[config.mk]
export PLATFORM = sky130hd
export DESIGN_NAME = ctc_seq
export DESIGN_NICKNAME = d
export VERILOG_FILES = /design/src/hdl/ctc_pkg.sv /design/src/hdl/ctc_seq.sv
export SDC_FILE = /design/constraint.sdc
export NUM_CORES = 1
export LEC_CHECK = 0
export BUFFER_PORTS_ARGS = -buffer_cell sky130_fd_sc_hd__buf_2
export CAP_MARGIN = 20
export CORE_MARGIN = 4
export CORE_UTILIZATION = 55
export CTS_CLUSTER_DIAMETER = 200
export DETAILED_ROUTE_END_ITERATION = 7
export GPL_ROUTABILITY_DRIVEN = 0
export PLACE_DENSITY = 0.81
export REMOVE_ABC_BUFFERS = 1
export SYNTH_ARGS = -nofsm -noshare
export SYNTH_HDL_FRONTEND = slang
export SYNTH_SLANG_ARGS = --single-unit
[constraint.sdc]
create_clock -name clk -period 4.1 [get_ports clk]
set_input_delay 0.82 -clock clk [delete_from_list [all_inputs] [get_ports clk]]
set_output_delay 0.82 -clock clk [all_outputs]
set_load 0.02 [all_outputs]
[src/hdl/ctc_pkg.sv]
// Shared types and constants for the text console cursor and scroll engine.
package ctc_pkg;

  localparam int COLUMNS_DEF = 80;
  localparam int ROWS_DEF    = 25;
  localparam int CELL_W      = 16;
  localparam int CODE_W      = 8;
  localparam int INDEX_W     = 11;
  localparam int COL_OUT_W   = 7;
  localparam int ROW_OUT_W   = 5;

  localparam logic [CODE_W-1:0] NEWLINE_CODE = 8'd10;
  localparam logic [CODE_W-1:0] BLANK_CODE   = 8'h20;
  localparam logic [CODE_W-1:0] ATTR_RESET   = 8'h05;

  typedef enum logic [1:0] {
    MODE_PUT    = 2'd0,
    MODE_READ   = 2'd1,
    MODE_CLEAR  = 2'd2,
    MODE_UNUSED = 2'd3
  } mode_t;

  typedef enum logic [2:0] {
    ST_INIT,
    ST_IDLE,
    ST_RDWAIT,
    ST_COPY,
    ST_BLANK,
    ST_FILL
  } state_t;

  typedef struct packed {
    logic                 scrolled;
    logic [ROW_OUT_W-1:0] cursor_row;
    logic [COL_OUT_W-1:0] cursor_col;
    logic [CELL_W-1:0]    cell_data;
  } res_t;

endpackage

[src/hdl/ctc_seq.sv]
// Sequencer: cursor update, scroll copy, row blanking, clear and reads on the cell store.
module ctc_seq #(
  parameter int COLUMNS = ctc_pkg::COLUMNS_DEF,
  parameter int ROWS    = ctc_pkg::ROWS_DEF,
  parameter int CELLS   = COLUMNS * ROWS,
  parameter int AW      = $clog2(CELLS)
) (
  input  logic                        clk,
  input  logic                        rst,
  input  logic                        in_valid,
  output logic                        in_ready,
  input  logic [1:0]                  mode,
  input  logic [ctc_pkg::CODE_W-1:0]  char_code,
  input  logic [ctc_pkg::INDEX_W-1:0] cell_index,
  input  logic                        cfg_wen,
  input  logic [ctc_pkg::CODE_W-1:0]  cfg_wdata,
  output logic                        we,
  output logic [AW-1:0]               waddr,
  output logic [ctc_pkg::CELL_W-1:0]  wdata,
  output logic                        re,
  output logic [AW-1:0]               raddr,
  input  logic [ctc_pkg::CELL_W-1:0]  rdata,
  output logic                        res_valid,
  output ctc_pkg::res_t               res,
  input  logic                        res_take
);
  import ctc_pkg::*;

  localparam int CW        = (COLUMNS > 1) ? $clog2(COLUMNS) : 1;
  localparam int LW        = (ROWS > 1) ? $clog2(ROWS) : 1;
  localparam int COPY_LAST = (ROWS - 1) * COLUMNS;

  state_t            state, state_next;
  logic [AW-1:0]     ptr, ptr_next;
  logic [CW-1:0]     cur_col, cur_col_next;
  logic [LW-1:0]     cur_line, cur_line_next;
  logic [AW-1:0]     blank_base, blank_base_next;
  logic              scroll_flag, scroll_flag_next;
  logic              rd_ok, rd_ok_next;
  logic [CODE_W-1:0] attr;
  logic              accept;
  logic              finish;

  logic              is_nl;
  logic              wrap;
  logic              line_step;
  logic              scroll_hit;
  logic [CW:0]       col_inc;
  logic [LW:0]       line_inc;
  logic [CW-1:0]     col_put;
  logic [LW-1:0]     line_put;
  logic [AW-1:0]     cur_addr;
  logic [AW-1:0]     row_addr;
  logic [CELL_W-1:0] blank_cell;

  assign in_ready   = (state == ST_IDLE) && !res_valid;
  assign accept     = in_valid && in_ready;
  assign blank_cell = {attr, BLANK_CODE};

  // cursor arithmetic for a put
  always_comb begin
    is_nl      = (char_code == NEWLINE_CODE);
    col_inc    = {1'b0, cur_col} + (CW+1)'(1);
    line_inc   = {1'b0, cur_line} + (LW+1)'(1);
    wrap       = !is_nl && (col_inc == (CW+1)'(COLUMNS));
    line_step  = is_nl || wrap;
    scroll_hit = line_step && (line_inc == (LW+1)'(ROWS));
    col_put    = line_step ? '0 : col_inc[CW-1:0];
    if (scroll_hit) begin
      line_put = LW'(ROWS - 1);
    end else if (line_step) begin
      line_put = line_inc[LW-1:0];
    end else begin
      line_put = cur_line;
    end
    cur_addr = AW'(cur_line * COLUMNS) + AW'(cur_col);
    row_addr = AW'(line_put * COLUMNS);
  end

  always_comb begin
    state_next       = state;
    ptr_next         = ptr;
    cur_col_next     = cur_col;
    cur_line_next    = cur_line;
    blank_base_next  = blank_base;
    scroll_flag_next = scroll_flag;
    rd_ok_next       = rd_ok;
    finish           = 1'b0;
    we               = 1'b0;
    waddr            = ptr;
    wdata            = blank_cell;
    re               = 1'b0;
    raddr            = ptr + AW'(COLUMNS);
    case (state)
      ST_INIT: begin
        we    = 1'b1;
        wdata = '0;
        if (ptr == AW'(CELLS - 1)) begin
          ptr_next   = '0;
          state_next = ST_IDLE;
        end else begin
          ptr_next = ptr + AW'(1);
        end
      end
      ST_IDLE: begin
        if (accept) begin
          scroll_flag_next = 1'b0;
          case (mode_t'(mode))
            MODE_PUT: begin
              we               = !is_nl;
              waddr            = cur_addr;
              wdata            = {attr, char_code};
              cur_col_next     = col_put;
              cur_line_next    = line_put;
              scroll_flag_next = scroll_hit;
              blank_base_next  = row_addr;
              if (scroll_hit) begin
                ptr_next   = '0;
                state_next = ST_COPY;
              end else if (col_put == '0) begin
                ptr_next   = row_addr;
                state_next = ST_BLANK;
              end else begin
                finish = 1'b1;
              end
            end
            MODE_READ: begin
              re         = 1'b1;
              raddr      = AW'(cell_index);
              rd_ok_next = (32'(cell_index) < CELLS);
              state_next = ST_RDWAIT;
            end
            MODE_CLEAR: begin
              ptr_next   = '0;
              state_next = ST_FILL;
            end
            default: begin
              finish = 1'b1;
            end
          endcase
        end
      end
      ST_RDWAIT: begin
        finish     = 1'b1;
        state_next = ST_IDLE;
      end
      ST_COPY: begin
        // read one row ahead, write back the word fetched last cycle
        re    = (ptr != AW'(COPY_LAST));
        we    = (ptr != '0);
        waddr = ptr - AW'(1);
        wdata = rdata;
        if (ptr == AW'(COPY_LAST)) begin
          ptr_next   = blank_base;
          state_next = ST_BLANK;
        end else begin
          ptr_next = ptr + AW'(1);
        end
      end
      ST_BLANK: begin
        we = 1'b1;
        if (ptr == blank_base + AW'(COLUMNS - 1)) begin
          finish     = 1'b1;
          state_next = ST_IDLE;
        end else begin
          ptr_next = ptr + AW'(1);
        end
      end
      ST_FILL: begin
        we = 1'b1;
        if (ptr == AW'(CELLS - 1)) begin
          finish     = 1'b1;
          state_next = ST_IDLE;
        end else begin
          ptr_next = ptr + AW'(1);
        end
      end
      default: begin
        state_next = ST_IDLE;
      end
    endcase
  end

  always_ff @(posedge clk) begin
    if (rst) begin
      state       <= ST_INIT;
      ptr         <= '0;
      cur_col     <= '0;
      cur_line    <= '0;
      scroll_flag <= 1'b0;
      attr        <= ATTR_RESET;
      res_valid   <= 1'b0;
    end else begin
      state       <= state_next;
      ptr         <= ptr_next;
      cur_col     <= cur_col_next;
      cur_line    <= cur_line_next;
      scroll_flag <= scroll_flag_next;
      if (cfg_wen) begin
        attr <= cfg_wdata;
      end
      if (finish) begin
        res_valid <= 1'b1;
      end else if (res_take) begin
        res_valid <= 1'b0;
      end
    end
  end

  always_ff @(posedge clk) begin
    blank_base <= blank_base_next;
    rd_ok      <= rd_ok_next;
    if (finish) begin
      res.cursor_col <= COL_OUT_W'(cur_col_next);
      res.cursor_row <= ROW_OUT_W'(cur_line_next);
      res.scrolled   <= scroll_flag_next;
      res.cell_data  <= (state == ST_RDWAIT && rd_ok) ? rdata : '0;
    end
  end

  a_cursor_in_grid: assert property (@(posedge clk) disable iff (rst)
    (32'(cur_col) < COLUMNS) && (32'(cur_line) < ROWS))
    else $error("cursor left the grid");

  a_write_in_range: assert property (@(posedge clk) disable iff (rst)
    we |-> (32'(waddr) < CELLS))
    else $error("cell write beyond the store");

  a_accept_busy: assert property (@(posedge clk) disable iff (rst)
    accept |=> (res_valid || state != ST_IDLE))
    else $error("accepted word produced neither work nor result");

  a_copy_order: assert property (@(posedge clk) disable iff (rst)
    (state == ST_COPY && re && we) |-> (raddr > waddr))
    else $error("scroll copy overtook its own writes");

  a_scroll_blanks: assert property (@(posedge clk) disable iff (rst)
    (state == ST_COPY && state_next == ST_BLANK) |->
      (32'(cur_line) == ROWS - 1 && cur_col == '0))
    else $error("scroll did not land on the bottom row");

endmodule

==> results_dict.tcl <==
set metrics [dict create \
    synth.cell_area_um2 5130 \
    fmaxAchievable_ghz 0.259 \
    async_flop_share_pct 0 \
    crit_path_top_delay_cell "dfxtp_1" \
    num_io_pins 121 \
    rsz0062_at_grt "no" \
    run_status "finished, final reports clean" \
    synth_edf_count 37 \
    clkSinkCount 73 \
    ant_nets 0 \
    crit_required_ns 3.28 \
    hold_start "attr[0]$_SDFFE_PP1P_" \
    cts_hold_buffers 0 \
    dp_hpwl_um 10700 \
    initial_utilization_pct 57.7 \
    r2r.worst_path.cells 11 \
    hp-class "flop to flop" \
    ctsRootBufferMaster "clkbuf_8" \
    syn_area_per_cell_um2 9.06 \
    total_power_w 0.00150 \
    htree_levels 3 \
    cp_slowest_stage_delay_ns 0.55 \
    rows 34 \
    grt_usage_pct 25.7 \
    whs_endpoint "attr[0]$_SDFFE_PP1P_" \
    routed_wl_um 14300 \
    syn_inst 566 \
    post_cts_buffers 0 \
    worst_setup_path_start_kind "flop" \
    nets 750 \
    power_density_nw_per_um2 251 \
    ys.warnings.count 0 \
    dieHeight_um 105 \
    diodes 0 \
    port_buffers 120 \
    chipWidth_um 105 \
    antenna_found_initial 0 \
    r2r_start "cur_line[0]$_SDFF_PP0_" \
    fin_cells 784 \
    cp_max_fo 10 \
    p_leak_nw 2.74 \
    drt_iter0_markers 449 \
    min_period_ns 3.86 \
    vias 4842 \
    grt_pass1_vias 4746 \
    grt_pass1_wl_um 23300 \
    slew_violations 0 \
    core-area_um2 8890 \
    clk_pin_slew_ns 0.07 \
    first_pass_iters 5 \
    placed_cell_area_um2 5760 \
    clock_path_buffers 2 \
    finalSetupViolations 0 \
    cts_resized 0 \
    crit_arrival_ns 3.04 \
    min_period_over_period_pct 94.1 \
    reg2reg_to "ptr[9]$_SDFFE_PP0P_" \
    tritoncts "yes" \
    drv_cap 0 \
    ff2ff_setup_slack_ns 0.74 \
    routedWlPerCell_um 18.2 \
    worst_pin_slew_ns 0.647 \
    finish.utilization_pct 67.3 \
    hold_viol 0 \
    endpoint_kind "output pin" \
    yosysSeqAreaShare_pct 35.7 \
    die-area_um2 10900 \
    overflow 0 \
    ys_ff_latch 73 \
    cp_cell_sequence "ha_1, ha_1, inv_1, fa_1, nor3_1, xor2_1, xnor2_1, a222oi_1, inv_1, buf_2" \
    min_path_cells 2 \
    route.detailed.drc 0 \
    grt_max_degree 35 \
    dp.cells 768 \
    ys.flop_type "edfxtp_1" \
    cts_buffers 9 \
    ys_types 80 \
    final.setup.tns_ns 0 \
    drive_gt1_share_pct 25.3 \
    fillers 692 \
    maxSlewHeadroom_pct 56.5 \
    syn_to_final_growth_pct 16.7 \
    seqCellArea_um2 1830 \
    crit_type "flop to output pin" \
    design_area_um2 5980 \
    vias_per_cell 6.18 \
    finClkSkew_ns 0.0125 \
    multi_input_area_um2 3030 \
    clock_latency_ns 0.35 \
    irDropWorstVdd_v 0.000172 \
]
## cells by family (layout without fill, tap and decap cells)
logic type | after synthesis | in the layout | synth area share (%)
xor gates and xnor gates | 35 | 35 | 6.57
DFF | 73 | 73 | 35.7
muxes | 13 | 13 | 2.61
AOI/OAI and AO/OA | 140 | 140 | 19.5
and+or+nand+nor | 218 | 218 | 22.9
buffers and inverters | 58 | 168 | 5.20
adders and majority gates | 29 | 29 | 7.52
## sequential cells by signal (all words and copies together) (netlist names)
| signal | cells |
|---|---|
| cur_col | 7 |
| attr | 8 |
| scroll_flag | 1 |
| res_valid | 1 |
| res | 29 |
| cur_line | 5 |
| ptr | 11 |
| blank_base | 7 |
| rd_ok | 1 |
| state | 3 |
## stage by stage
stage	hold slack, ns	setup slack, ns
6_report	0.515	0.242
5_1_grt	0.537	0.0444
4_1_cts	0.518	0.253
3_5_place_dp	0.496	0.256
3_3_place_gp	0.488	0.422
2_1_floorplan	0.465	0.545
## cell type report
cell class / count / area share, %
Clock buffer: 11 / 2.36
Clock inverter: 5 / 1.32
Inverter: 20 / 1.26
Multi-Input combinational cell: 435 / 50.6
Sequential cell: 73 / 30.6
Tap cell: 108 / 2.26
Timing Repair Buffer: 132 / 11.5
## synth_stat cells (3+ instances only)
cell type / number / area [µm²]
a21o_1: 8 / 60.1
a21oi_1: 30 / 150
a221o_1: 8 / 80.1
a222oi_1: 3 / 30.0
a22o_1: 9 / 78.8
and2_1: 29 / 181
and3_1: 10 / 62.6
and4b_1: 3 / 30.0
buf_2: 12 / 60.1
buf_4: 5 / 37.5
clkbuf_1: 18 / 67.6
dfxtp_1: 36 / 721
edfxtp_1: 37 / 1110
fa_1: 3 / 60.1
ha_1: 26 / 325
inv_1: 19 / 71.3
mux2_2: 3 / 33.8
mux2i_1: 10 / 100
nand2_1: 58 / 218
nand2b_1: 5 / 31.3
nand3_1: 25 / 125
nand4_1: 5 / 31.3
nand4b_1: 3 / 26.3
nor2_1: 36 / 135
nor2b_1: 12 / 75.1
nor3_1: 9 / 45.0
nor4_1: 3 / 18.8
o211ai_1: 5 / 37.5
o21ai_0: 26 / 130
o21ai_1: 11 / 55.1
o22ai_1: 4 / 25.0
o31ai_1: 3 / 22.5
o32ai_1: 3 / 26.3
or3_1: 4 / 25.0
xnor2_1: 19 / 166
xor2_1: 13 / 114
## how the worst max path moves through the flow
stage                            from              endpoint  slack (ns)  depth (start not counted)
3_3_place_gp             char_code[6]  ptr[10]$_SDFFE_PP0P_        0.42                         13
2_1_floorplan            char_code[6]  ptr[10]$_SDFFE_PP0P_        0.54                         12
6_report       cur_line[1]$_SDFF_PP0_             waddr[10]        0.24                         10
5_1_grt        cur_line[1]$_SDFF_PP0_             waddr[10]        0.04                         10
4_1_cts        cur_line[1]$_SDFF_PP0_             waddr[10]        0.25                         10
3_5_place_dp             char_code[6]  ptr[10]$_SDFFE_PP0P_        0.26                         13
## where the power goes
part | switching, W | internal (W) | leakage [nW] | total [W]
registers | 0.00000883 | 0.000766 | 0.669 | 0.000775
logic | 0.0000581 | 0.0000426 | 1.96 | 0.000101
clock network | 0.000270 | 0.000359 | 0.113 | 0.000628
## layout by cell type, fill, tap and decap left out, types with 4 or more instances in the layout
cell	instances
a21o_1	8
a21oi_1	30
a221o_1	8
a22o_1	9
and2_1	29
and3_1	10
buf_2	120
buf_4	12
clkbuf_8	10
dfxtp_1	36
edfxtp_1	37
ha_1	26
inv_1	19
mux2i_1	10
nand2_1	58
nand2b_1	5
nand3_1	25
nand4_1	5
nor2_1	36
nor2b_1	12
nor3_1	9
o211ai_1	5
o21ai_0	26
o21ai_1	11
o22ai_1	4
or3_1	4
xnor2_1	19
xor2_1	13
## per-layer routing
metal	vias to the layer above	share of wire, %	track usage [%]	wire length, µm
met4	0	2.4	9.31	341
met5	-	0	0	0
li1	2270	-	-	-
met1	2264	41	32.8	5900
met2	267	48	43.1	6870
met3	41	8.3	5.43	1180
## worst max-delay path: cells and delay by family, from the launching register on
kind | cells | cell delay (ns)
AND/OR/NAND/NOR | 1 | 0.27
AO/OA/AOI/OAI | 1 | 0.28
buffers and inverters | 3 | 0.31
flip-flops | 1 | 0.55
XOR/XNOR | 2 | 0.29
adder cells (fa/ha/maj) | 3 | 0.98
Power figures use the tool's default switching activity.
